`src/bscu_pkg.sv`:
```
`timescale 1ns / 1ps
// Package for the bitmask stream compaction unit.
// Shared constants, the queue status struct and the lane-count clamp; no dependencies.
package bscu_pkg;

    localparam int MAX_LANES   = 8;   // mask bits and value ports that exist
    localparam int LANES_DEF   = 8;
    localparam int VAL_W       = 32;
    localparam int MASK_W      = 8;
    localparam int QUEUE_DEPTH = 2;

    // status the queue reports to both of its neighbors
    typedef struct packed {
        logic can_push;
        logic has_item;
    } t_q_status;

    // lanes actually examined: LANES clamped to 1 .. MAX_LANES
    function automatic int f_eff_lanes(input int lanes);
        int n;
        n = lanes;
        if (n > MAX_LANES) begin
            n = MAX_LANES;
        end
        if (n < 1) begin
            n = 1;
        end
        return n;
    endfunction

endpackage

```
`src/bscu_queue.sv`:
```
`timescale 1ns / 1ps
// Small register FIFO between the front and back halves of the compaction unit.
// Depends on bscu_pkg for the status struct.
module bscu_queue #(
    parameter int W     = 8,
    parameter int DEPTH = 2
) (
    input  logic                  i_clk,
    input  logic                  i_rst_n,
    input  logic                  i_push,
    input  logic [W-1:0]          i_push_data,
    input  logic                  i_pop,
    output logic [W-1:0]          o_head,
    output bscu_pkg::t_q_status   o_stat
);
    import bscu_pkg::*;

    localparam int AW = (DEPTH > 1) ? $clog2(DEPTH) : 1;
    localparam int CW = $clog2(DEPTH + 1);

    logic [W-1:0]  r_mem [DEPTH];
    logic [AW-1:0] r_wr_ptr, n_wr_ptr;
    logic [AW-1:0] r_rd_ptr, n_rd_ptr;
    logic [CW-1:0] r_count, n_count;

    function automatic logic [AW-1:0] f_wrap(input logic [AW-1:0] p);
        logic [AW-1:0] q;
        if (p == AW'(DEPTH - 1)) begin
            q = '0;
        end else begin
            q = p + AW'(1);
        end
        return q;
    endfunction

    assign o_stat.can_push = (r_count != CW'(DEPTH));
    assign o_stat.has_item = (r_count != '0);
    assign o_head          = r_mem[r_rd_ptr];

    always_comb begin
        n_wr_ptr = i_push ? f_wrap(r_wr_ptr) : r_wr_ptr;
        n_rd_ptr = i_pop  ? f_wrap(r_rd_ptr) : r_rd_ptr;
        n_count  = r_count;
        if (i_push && !i_pop) begin
            n_count = r_count + CW'(1);
        end else if (!i_push && i_pop) begin
            n_count = r_count - CW'(1);
        end
    end

    always_ff @(posedge i_clk) begin
        if (!i_rst_n) begin
            r_wr_ptr <= '0;
            r_rd_ptr <= '0;
            r_count  <= '0;
        end else begin
            r_wr_ptr <= n_wr_ptr;
            r_rd_ptr <= n_rd_ptr;
            r_count  <= n_count;
        end
    end

    always_ff @(posedge i_clk) begin
        if (i_push) begin
            r_mem[r_wr_ptr] <= i_push_data;
        end
    end

endmodule

```
`src/bscu_front.sv`:
```
`timescale 1ns / 1ps
// Front half: accepts input beats, trims the mask to the examined lanes and
// drops empty groups. Depends on bscu_pkg.
module bscu_front #(
    parameter int LANES = bscu_pkg::LANES_DEF,
    parameter int EW    = 8
) (
    input  logic                                                i_valid,
    output logic                                                o_ready,
    input  logic [bscu_pkg::MASK_W-1:0]                         i_select_mask,
    input  logic [bscu_pkg::MAX_LANES-1:0][bscu_pkg::VAL_W-1:0] i_lanes,
    input  logic                                                i_last_group,
    input  bscu_pkg::t_q_status                                 i_stat,
    output logic                                                o_push,
    output logic [EW-1:0]                                       o_push_data
);
    import bscu_pkg::*;

    localparam int EFF = f_eff_lanes(LANES);

    logic [EFF-1:0] eff_mask;

    assign eff_mask    = i_select_mask[EFF-1:0];
    assign o_ready     = i_stat.can_push;
    // a group with no kept lane is consumed here and never queued
    assign o_push      = i_valid && i_stat.can_push && (|eff_mask);
    assign o_push_data = {i_last_group, i_lanes[EFF-1:0], eff_mask};

endmodule

```
`src/bscu_back.sv`:
```
`timescale 1ns / 1ps
// Back half: walks the queued mask one set bit per cycle while i_ready does not stall the
// output, and drives the registered output beat. Depends on bscu_pkg.
module bscu_back #(
    parameter int LANES = bscu_pkg::LANES_DEF,
    parameter int EW    = 8
) (
    input  logic                          i_clk,
    input  logic                          i_rst_n,
    input  logic [EW-1:0]                 i_head,
    input  bscu_pkg::t_q_status           i_stat,
    output logic                          o_pop,
    output logic                          o_valid,
    input  logic                          i_ready,
    output logic [bscu_pkg::VAL_W-1:0]    o_kept_value,
    output logic                          o_item_done,
    output logic                          o_batch_done
);
    import bscu_pkg::*;

    localparam int EFF = f_eff_lanes(LANES);
    localparam int IW  = (EFF > 1) ? $clog2(EFF) : 1;

    logic                          r_busy, n_busy;
    logic [EFF-1:0]                r_mask, n_mask;
    logic [EFF-1:0][VAL_W-1:0]     r_vals, n_vals;
    logic                          r_last, n_last;
    logic                          r_out_valid, n_out_valid;
    logic [VAL_W-1:0]              r_kept, n_kept;
    logic                          r_item_done, n_item_done;
    logic                          r_batch_done, n_batch_done;

    logic [EFF-1:0]            head_mask;
    logic [EFF-1:0][VAL_W-1:0] head_vals;
    logic                      head_last;
    logic [IW-1:0]             pick;
    logic [EFF-1:0]            rem;
    logic                      out_adv, step, finishing, load;

    assign head_mask = i_head[EFF-1:0];
    assign head_vals = i_head[EFF +: EFF*VAL_W];
    assign head_last = i_head[EW-1];

    // lowest set bit of the remaining mask
    always_comb begin
        pick = '0;
        for (int j = EFF - 1; j >= 0; j--) begin
            if (r_mask[j]) begin
                pick = IW'(j);
            end
        end
    end

    assign rem       = r_mask & (r_mask - EFF'(1));
    assign out_adv   = !r_out_valid || i_ready;
    assign step      = r_busy && out_adv;
    assign finishing = step && (rem == '0);
    assign load      = i_stat.has_item && (!r_busy || finishing);
    assign o_pop     = load;

    always_comb begin
        n_busy = r_busy;
        n_mask = r_mask;
        n_vals = r_vals;
        n_last = r_last;
        if (load) begin
            n_busy = 1'b1;
            n_mask = head_mask;
            n_vals = head_vals;
            n_last = head_last;
        end else if (finishing) begin
            n_busy = 1'b0;
        end else if (step) begin
            n_mask = rem;
        end
    end

    always_comb begin
        n_out_valid  = r_out_valid;
        n_kept       = r_kept;
        n_item_done  = r_item_done;
        n_batch_done = r_batch_done;
        if (step) begin
            n_out_valid  = 1'b1;
            n_kept       = r_vals[pick];
            n_item_done  = (rem == '0);
            n_batch_done = (rem == '0) && r_last;
        end else if (i_ready) begin
            n_out_valid  = 1'b0;
        end
    end

    always_ff @(posedge i_clk) begin
        if (!i_rst_n) begin
            r_busy      <= 1'b0;
            r_out_valid <= 1'b0;
        end else begin
            r_busy      <= n_busy;
            r_out_valid <= n_out_valid;
        end
    end

    always_ff @(posedge i_clk) begin
        r_mask       <= n_mask;
        r_vals       <= n_vals;
        r_last       <= n_last;
        r_kept       <= n_kept;
        r_item_done  <= n_item_done;
        r_batch_done <= n_batch_done;
    end

    assign o_valid      = r_out_valid;
    assign o_kept_value = r_kept;
    assign o_item_done  = r_item_done;
    assign o_batch_done = r_batch_done;

endmodule

```
`src/bitmask_stream_compaction_unit.sv`:
```
`timescale 1ns / 1ps
// Bitmask stream compaction unit: top level. Uses bscu_pkg, bscu_front, bscu_queue, bscu_back.
// The first kept value of a group passes the queue, the back-end mask register and the output register.
// Throughput: one output beat per cycle while i_ready does not stall it; a group emits one value per set
// bit of its trimmed mask, walked one bit per beat. Empty groups never reach the back end.
// Reset (synchronous, active low) empties the queue and the output register; no clearing pass.
module bitmask_stream_compaction_unit #(
    parameter int LANES = bscu_pkg::LANES_DEF
) (
    input  logic                          i_clk,
    input  logic                          i_rst_n,
    // input channel
    input  logic                          i_valid,
    output logic                          o_ready,
    input  logic [bscu_pkg::MASK_W-1:0]   i_select_mask,
    input  logic [bscu_pkg::VAL_W-1:0]    i_lane_value_0,
    input  logic [bscu_pkg::VAL_W-1:0]    i_lane_value_1,
    input  logic [bscu_pkg::VAL_W-1:0]    i_lane_value_2,
    input  logic [bscu_pkg::VAL_W-1:0]    i_lane_value_3,
    input  logic [bscu_pkg::VAL_W-1:0]    i_lane_value_4,
    input  logic [bscu_pkg::VAL_W-1:0]    i_lane_value_5,
    input  logic [bscu_pkg::VAL_W-1:0]    i_lane_value_6,
    input  logic [bscu_pkg::VAL_W-1:0]    i_lane_value_7,
    input  logic                          i_last_group,
    // output channel
    output logic                          o_valid,
    input  logic                          i_ready,
    output logic [bscu_pkg::VAL_W-1:0]    o_kept_value,
    output logic                          o_item_done,
    output logic                          o_batch_done
);
    import bscu_pkg::*;

    // lanes examined: LANES clamped to 1..8; higher mask bits are ignored
    localparam int EFF = f_eff_lanes(LANES);
    // queue entry: {last_group, values of examined lanes, trimmed mask}
    localparam int EW  = 1 + EFF * VAL_W + EFF;

    logic [MAX_LANES-1:0][VAL_W-1:0] lanes;
    t_q_status                       q_stat;
    logic                            push, pop;
    logic [EW-1:0]                   push_data, head;

    assign lanes = {i_lane_value_7, i_lane_value_6, i_lane_value_5, i_lane_value_4,
                    i_lane_value_3, i_lane_value_2, i_lane_value_1, i_lane_value_0};

    // Front end: takes a beat whenever the queue has room, drops empty groups.
    bscu_front #(
        .LANES (LANES),
        .EW    (EW)
    ) u_front (
        .i_valid       (i_valid),
        .o_ready       (o_ready),
        .i_select_mask (i_select_mask),
        .i_lanes       (lanes),
        .i_last_group  (i_last_group),
        .i_stat        (q_stat),
        .o_push        (push),
        .o_push_data   (push_data)
    );

    // Decoupling queue: front keeps accepting while the back end drains a group, until the queue is full.
    bscu_queue #(
        .W     (EW),
        .DEPTH (QUEUE_DEPTH)
    ) u_queue (
        .i_clk       (i_clk),
        .i_rst_n     (i_rst_n),
        .i_push      (push),
        .i_push_data (push_data),
        .i_pop       (pop),
        .o_head      (head),
        .o_stat      (q_stat)
    );

    // Back end: emits one kept value per beat; the next group loads on the
    // cycle the current one emits its last value, so groups run back to back.
    bscu_back #(
        .LANES (LANES),
        .EW    (EW)
    ) u_back (
        .i_clk        (i_clk),
        .i_rst_n      (i_rst_n),
        .i_head       (head),
        .i_stat       (q_stat),
        .o_pop        (pop),
        .o_valid      (o_valid),
        .i_ready      (i_ready),
        .o_kept_value (o_kept_value),
        .o_item_done  (o_item_done),
        .o_batch_done (o_batch_done)
    );

endmodule
```
`config.mk`:
```
export PLATFORM = sky130hd
export DESIGN_NAME = bitmask_stream_compaction_unit
export DESIGN_NICKNAME = d
export VERILOG_FILES = /design/src/bscu_pkg.sv /design/src/bscu_queue.sv /design/src/bscu_front.sv /design/src/bscu_back.sv /design/src/bitmask_stream_compaction_unit.sv
export SDC_FILE = /design/constraint.sdc
export NUM_CORES = 1
export LEC_CHECK = 0
export BUFFER_PORTS_ARGS = -buffer_cell sky130_fd_sc_hd__buf_2
export CORE_MARGIN = 10
export CORE_UTILIZATION = 49
export CTS_BUF_LIST = sky130_fd_sc_hd__clkbuf_8
export DETAILED_ROUTE_END_ITERATION = 6
export HOLD_SLACK_MARGIN = 0.02
export PLACE_DENSITY_LB_ADDON = 0.15
export SYNTH_ARGS = -nofsm -noshare
export SYNTH_HDL_FRONTEND = slang
export SYNTH_SLANG_ARGS = --single-unit
```
`constraint.sdc`:
```
create_clock -name i_clk -period 13.44 [get_ports i_clk]
set_input_delay 0.672 -clock i_clk [delete_from_list [all_inputs] [get_ports i_clk]]
set_output_delay 0.672 -clock i_clk [all_outputs]
set_load 0.01 [all_outputs]
```
---- Word-level counts from Yosys, hierarchy flattened ----
Memories as Yosys holds them, arrays and structs flattened. A register that Yosys moved wholly into a read port is not among the register bits.
Index checks and enable logic that the tools add are counted.
cells by class
  add/subtract/negate cells ............... 5
  $mul .................................... 0
  divide/modulo/power cells ............... 0
  $lt $le $gt $ge ......................... 1
  eq/ne operators ......................... 2
  shifts and indexed selects .............. 0
  muxes and demuxes ....................... 25
  bitwise gates (word level) .............. 1
  reduce and logical (&&, ||, !) cells .... 22
operator list
  cell                                                         count
  binary-select mux 32 bit (select 3 bit)                      1
  2-to-1 mux 32 bit                                            1
  2-to-1 mux 3 bit                                             8
  2-to-1 mux 8 bit                                             3
  2-to-1 mux 1 bit                                             10
  nonzero test 2 bit                                           5
  AND 8 bit                                                    1
  logical AND 1 bit                                            8
  zero test 8 bit                                              1
  OR reduction 8 bit                                           1
  subtractor 8 x 1 -> 8 bit (second input constant)            1
  zero test 1 bit                                              4
  less-than comparator 3 x 4 -> 1 bit (second input constant)  1
  2-to-1 mux 2 bit                                             2
  != test 2 bit (second input constant)                        2
  adder 1 bit (second input constant)                          2
  adder 2 x 1 -> 2 bit (second input constant)                 1
  logical OR 1 bit                                             2
  AND reduction 2 bit                                          1
  subtractor 2 x 1 -> 2 bit (second input constant)            1
word-level totals
  register bits ........................... 305
  bits in latches ......................... 0
  memory bits (writable) .................. 530
  ROM bits ................................ 0
  input bits .............................. 269
  output and inout port bits .............. 36
  memories ................................ 1
memories
  memory         depth  bits a word  rd ports  clocked after Yosys merged registers in  write ports  RTL line          text
  u_queue.r_mem  2      265          1         1                                        1            bscu_queue.sv:21  logic [W-1:0] r_mem [DEPTH];

---- Logic depth before layout (Yosys ltp) ----
Gate-level depths: netlist (run 1).
  depth after elaboration ................. 10
  mapped depth ............................ 12
  mapped depth without buffers ............ 9

---- Cells and area by module ----
A second synthesis (run 1) with hierarchy kept.
unflattened totals
  cell total of the unflattened synthesis .. 1906
  area total of the unflattened synthesis .. 33567.2 µm²
modules (own cells, without submodules)
  module      instances  cells each  area an instance (µm²)
  bscu_queue  1          846         19438.6
  bscu_back   1          790         12110.4
  bscu_front  1          270         2018.2

---- Least setup slack after synthesis (run 1) ----
Ideal clock, no wire load.
  path kind ............................... input to register
  from .................................... input i_select_mask[0] in the netlist's numbering
  to ...................................... register u_queue.r_wr_ptr
  library setup time ...................... 0.110 ns
  data arrival time ....................... 12.709 ns
  data required time ...................... 13.330 ns
  slack ................................... 0.621 ns
  stages on the path ...................... 5
  cells stage by stage .................... nor4_1 > nand2_1 > nand3_1 > nor2_1 > o21a_1
between the ends
  word-level cells in the longest chain between the ends .. 2
RTL lines
  element                 RTL line                              text
  start: declaration      bitmask_stream_compaction_unit.sv:15  input logic [bscu_pkg::MASK_W-1:0] i_select_mask,
  OR reduction 8 bit      bscu_front.sv:26                      assign o_push = i_valid && i_stat.can_push && (|eff_mask);
  logical AND 1 bit       bscu_front.sv:26
  end signal: assignment  bscu_queue.sv:57                      r_wr_ptr <= n_wr_ptr;
  end: declaration        bscu_queue.sv:22                      logic [AW-1:0] r_wr_ptr, n_wr_ptr;
No other way between the ends.
A chain may end at the register's enable or synchronous reset.

---- Worst setup path in the final report (run 1) ----
  from .................................... register u_queue.r_count[0]
  to ...................................... memory u_queue.r_mem[1][125] in the netlist's numbering (enable)
between the ends
  word-level cells in the longest chain between the ends .. 5
RTL lines
  element                                 RTL line                              text
  start: declaration                      bscu_queue.sv:24                      logic [CW-1:0] r_count, n_count;
  start signal: assignment                bscu_queue.sv:59                      r_count <= n_count;
  != test 2 bit                           bscu_queue.sv:36                      assign o_stat.can_push = (r_count != CW'(DEPTH));
  logical AND 1 bit (2 in series)         bscu_front.sv:26
  via push                                bitmask_stream_compaction_unit.sv:41  logic push, pop;
  2-to-1 mux 1 bit                        bscu_queue.sv:64                      if (i_push) begin
  2-to-1 mux 1 bit (implied by the code)  bscu_queue.sv:65                      r_mem[r_wr_ptr] <= i_push_data;
  end: declaration                        bscu_queue.sv:21
The timed path passes the listed nets, and every way through them passes these cells.

==> results.ini, run 1 <==
[routing]
detail_route.wl_per_cell_um=24.1
drtIter0Drc=1120
detail-route-antenna-nets=0
drc=0
routed_via_density=5.29
num_vias=15800
detail_route.first_pass.iterations=4
routed_wl_mm=71.8

[clock_network]
cts_root_buf=clkbuf_8
cts_made_buffers=138
htree_levels=4
cts_tree=built
post_cts_buffers=0
clk_pin_slew_worst_paths_ps=60
clkLatencyLatePin_ps=770
clkSinkCount=836
clockBufferDepth=3
cts_resized=0

[synth]
yosys.cell_count.top_type=edfxtp_1
ys_ff_latch=836
synth_top_area_cell=edfxtp_1
synthTopCellsByCount=edfxtp_1 (829), mux2_2 (354), nor2_1 (199)
synth_compound_area_frac=0.0152
synth_adder_area_share=0.000719
yosysSeqAreaShare=0.799
synth_flop_cell=edfxtp_1
yosysWarningCount=0
yosys.area_share.simple=0.0411
syn-instance-count=1636
synth_nets=1906
synth_top_family_by_area=multiplexers
ys_types=43
synth-edff-count=829
avgSynthCellArea_um2=19.2
synthXorXnorAreaFrac=0.000559
synthTopCellsByArea=edfxtp_1 (79%), mux2_2 (13%), nor2_1 (2.4%), a221oi_1 (0.89%), nor2b_1 (0.72%)
netlist.area_leader.share=0.794
synthArstFlopShare=0
synth_mux_area_frac=0.133
netlist_area_um2=31300

[timing]
clock-skew-final_ps=27.4
final_max_slew_viol_count=0
tns_ps=0
setup_violations=0
worst_pin_slew_ps=1200
period_share=0.285
finalCriticalPeriod_ps=3830
hold_violations=0
fmax_ghz=0.261
rsz0062_at_grt=false
relSlewSlack=0.198

[die]
initial_core_util=0.496
core_region_area_um2=63200
die_area_um2=74500
pin_count=305
die-width_um=273
die_y_um=273
num_rows=92

[run]
cap_viol_max_count=0

[finish]
instances_no_fill=2977
area_growth_pct=16.0
drive_above_1_share=0.403
finalNetCount=2303

[place]
port_buffers=304
finalWeightedCongestion=0.849
hpwl_mm=46.2
place_inst=2727

[global_routing]
grt_pass1_vias=16900
grtUsageTotal=0.191
antenna_found_initial=12
grt_start_max_net_pins=175
grt_overflow=0
grt_first_pass_wirelength_mm=104

[power_and_ir_drop]
power.leakage_uw=0.0128
p_total_uw=7820
power_density_nw_per_um2=215
peakVddDrop_v=0.000198

[min_path]
worstHoldStart=i_lane_value_6[9]
min_path_type=in -> reg

[critical_path]
worstPathRequired_ps=13800
rrSetupSlack_ps=9610
crit_path_end_kind=register
arrival_ps=4190
cp-start-kind=register
crit_start=u_queue.r_count[0]$_SDFFE_PN0P_
crit_type=reg -> reg
slowest_stage=buf_4
timing.rr.start=u_queue.r_count[0]$_SDFFE_PN0P_
path_max_fanout=139
crit_chain=nand2b_1 -> nand3_1 -> inv_1 -> and2_4 -> buf_4 -> buf_12
cp_slowest_stage_delay_ps=900

[outcome]
status=finished clean

-- layout make-up --
type	instances	area [µm²]
Fill cell	4912	26800
Multi-Input combinational cell	718	6020
Antenna cell	6	15.0
Sequential cell	836	25000
Timing Repair Buffer	336	1840
Tap cell	846	1060
Clock buffer	140	1930
Clock inverter	92	457
Inverter	3	11.3
-- through the flow --
stage	util	area [µm²]	worst slack (ps)	hold WS [ps]
3_5_place_dp	0.536	33800	9290	479
3_3_place_gp	0.536	33800	9300	450
6_report	0.575	36400	9610	95.6
4_1_cts	0.575	36400	9600	20.1
2_1_floorplan	-	31300	621	452
5_1_grt	0.575	36400	9330	33.4
-- sequential cells by signal, summed over array words and instances (netlist names), named ones only --
register / cells
u_back.r_last: 1
u_queue.r_wr_ptr: 1
u_back.o_item_done: 1
u_queue.r_rd_ptr: 1
u_back.o_kept_value: 32
u_back.r_busy: 1
u_back.o_batch_done: 1
u_queue.r_mem: 530
u_back.r_vals: 256
u_back.r_mask: 8
u_back.o_valid: 1
u_queue.r_count: 2
-- placed cells by master (no fill, tap or decap), drive strengths merged, types with 7 or more instances in the layout --
cell type    netlist  routed
inv                3      54
mux2i             17      17
buf               20     324
nor2b             36      36
nor2             199     199
clkinv             0      34
dlygate4sd3        0      12
mux2             354     354
nor4              34      34
dfxtp              7       7
clkbuf            59     140
a221oi            32      32
edfxtp           829     829
-- path summary, 6_finish.rpt --
path | end | cells past startpoint
worst max-delay path | u_queue.r_mem[1][125]$_DFFE_PP_ | 6
worst min-delay path | u_queue.r_mem[0][209]$_DFFE_PP_ | 1
worst max register to register | u_queue.r_mem[1][125]$_DFFE_PP_ | 6
worst min register to register | register | 2
-- kinds of logic after synthesis --
group                    count (synthesis)
AND/OR/NAND/NOR                        287
adder cells (fa/ha/maj)                  2
XOR/XNOR                                 2
flip-flops                             836
AO/OA/AOI/OAI                           56
buffers and inverters                   82
multiplexers                           371
-- worst max-delay path: cells and delay by family, from the launching register on --
family	cells	cell delay, ps
AND/OR/NAND/NOR	3	1000
flip-flops	1	400
buffers and inverters	3	1540
-- report_power, final --
part           leakage [µW]  internal (µW)  switching, µW
Clock               0.00137            988            964
Combinational       0.00364            684           1150
Sequential          0.00783           3800            241
Total                0.0128           5470           2350
-- layer usage --
layer,up-vias,wire length (µm),share of wire,global-route usage
li1,7173,-,-,-
met3,131,4500,0.063,0.0472
met1,7950,26800,0.37,0.216
met4,6,1910,0.027,0.0741
met5,-,34,0.00047,0
met2,493,38600,0.54,0.345
-- timing repair --
item / 4_1_cts / 5_1_grt
endpoints found under the setup margin: 0 / 0
endpoints found under the hold margin: 22 / 0
hold buffers: 12 / 0
(Power assumes the default switching activity.)
==> inputs of run 2 (changes only) <==
==> constraint.sdc (replaced) <==
create_clock -name i_clk -period 3.85 [get_ports i_clk]
set_input_delay 0.1925 -clock i_clk [delete_from_list [all_inputs] [get_ports i_clk]]
set_output_delay 0.1925 -clock i_clk [all_outputs]
set_load 0.01 [all_outputs]
==> run 2 against run 1 <==
  * Worst hold slack better by 44 ps
  * Combinational power grew to 3.7 times the previous value
  * Register-to-register slack lost 8800 ps
  * Die area is the same
  * Clock power grew to 3.5 times the previous value
  * Largest cell class unchanged
  * Highest routed layer unchanged
  * Critical path type unchanged
==> results.ini, run 2 (synthesis gave the netlist of run 1 again) <==
[routing]
routed_wl_mm=74.8
drc=0
detail-route-antenna-nets=0
drtIter0Drc=1150
detail_route.first_pass.iterations=7
detail_route.wl_per_cell_um=23.0
routed_via_density=5.20
num_vias=16900

[critical_path]
reg2regPathDepth=8
crit_path_end_kind=register
crit_type=reg -> reg
crit_start=u_back.r_mask[2]$_DFFE_PP_
cp-start-kind=register
arrival_ps=3740
timing.rr.start=u_back.r_mask[2]$_DFFE_PP_
rr_endpoint=u_queue.r_count[1]$_SDFFE_PN0P_
critPathCapture=u_queue.r_count[1]$_SDFFE_PN0P_
path_max_fanout=9
rrSetupSlack_ps=800
worstPathRequired_ps=4540

[clock_network]
post_cts_buffers=0
cts_root_buf=clkbuf_8
clkSinkCount=836
clk_pin_slew_worst_paths_ps=70
cts_made_buffers=138
clockBufferDepth=3
htree_levels=4
clkLatencyLatePin_ps=780
cts_tree=built
cts_resized=0

[timing]
relSlewSlack=0.184
hold_violations=0
setup_violations=0
setup_ws_ps=801
period_share=0.792
rsz0062_at_grt=false
whs_ps=140
worst_pin_slew_ps=1220
clock-skew-final_ps=33.5
finalCriticalPeriod_ps=3050
fmax_ghz=0.328
final_max_slew_viol_count=0

[die]
initial_core_util=0.496
num_rows=92
core_region_area_um2=63200
pin_count=305
die_area_um2=74500
die_y_um=273
die-width_um=273

[finish]
drive_above_1_share=0.362
layout_common_cells=edfxtp_1 (829), mux2_2 (354), buf_2 (304), dlygate4sd3_1 (268), nor2_1 (198)
final_util=0.619
instances_no_fill=3252
final_common_cell=edfxtp_1
fillCellCount=4643
largest_register_ffs=530
top_register=u_queue.r_mem
area_growth_pct=24.8
finalNetCount=2571

[place]
port_buffers=304
finalWeightedCongestion=0.843
place_inst=2739
dp_slack_ps=838
hpwl_mm=47.9

[power_and_ir_drop]
power_density_nw_per_um2=707
power.leakage_uw=0.0140
p_total_uw=27700
peakVddDrop_v=0.000708

[global_routing]
antenna_found_initial=6
grt_overflow=0
grt_pass1_vias=18200
grtUsageTotal=0.201
grt_first_pass_wirelength_mm=111
grt_start_max_net_pins=126

[min_path]
min_path_type=in -> reg

[outcome]
status=finished clean

[run]
cap_viol_max_count=0

run 2: metal layers:
layer,global-route usage,vias to the layer above,wire length (µm)
li1,-,7714,-
met1,0.225,8548,28000
met2,0.365,528,40200
met3,0.0487,125,4600
met4,0.0749,10,1890
met5,0,-,60
run 2: critical path, stage by stage, from the launching register on:
cell,delay [ps]
edfxtp_1,530
or4_4,630
a2111oi_4,430
o21bai_2,150
a21oi_4,320
inv_1,90
ha_1,320
or3_1,350
a21boi_0,150
run 2: worst min-delay path by stage:
stage	slack, ps	endpoint	start	cells after the start
finish	140	u_queue.r_mem[0][38]$_DFFE_PP_	i_lane_value_0[30]	2
global placement	380	u_queue.r_mem[0][236]$_DFFE_PP_	i_lane_value_7[4]	1
floorplan	290	u_queue.r_mem[0][0]$_DFFE_PP_	i_select_mask[0]	0
global route	100	u_queue.r_mem[0][209]$_DFFE_PP_	i_lane_value_6[9]	2
CTS	70	u_queue.r_mem[0][211]$_DFFE_PP_	i_lane_value_6[11]	2
detailed placement	380	u_queue.r_mem[1][146]$_DFFE_PP_	i_lane_value_4[10]	1
run 2: area by class of cell:
class	instances	area, µm²	area share
multi-input combinational	718	6040	0.154
clock buffer	144	1980	0.0507
antenna	4	10.0	0.000256
inverter	3	11.3	0.000288
timing repair buffer	604	4570	0.117
sequential	836	25000	0.640
tap	846	1060	0.0271
clock inverter	97	410	0.0105
run 2: repair_timing:
action | CTS | global route
endpoints found under the hold margin | 537 | 0
hold buffers | 268 | 0
setup endpoints to repair | 0 | 0
run 2: where the power goes:
| group | internal (µW) | leakage [µW] | switching [µW] |
|---|---|---|---|
| combinational | 2680 | 0.00480 | 4010 |
| clock | 3440 | 0.00137 | 3340 |
| sequential | 13200 | 0.00783 | 944 |
| total | 19400 | 0.0140 | 8290 |
run 2: through the flow:
stage / area [µm²] / setup TNS, ps
final: 39100 / 0
after global routing: 39100 / 0
after CTS: 39100 / 0
after detailed placement: 34000 / 0
after global placement: 34000 / 0
after floorplan: 31400 / -287920
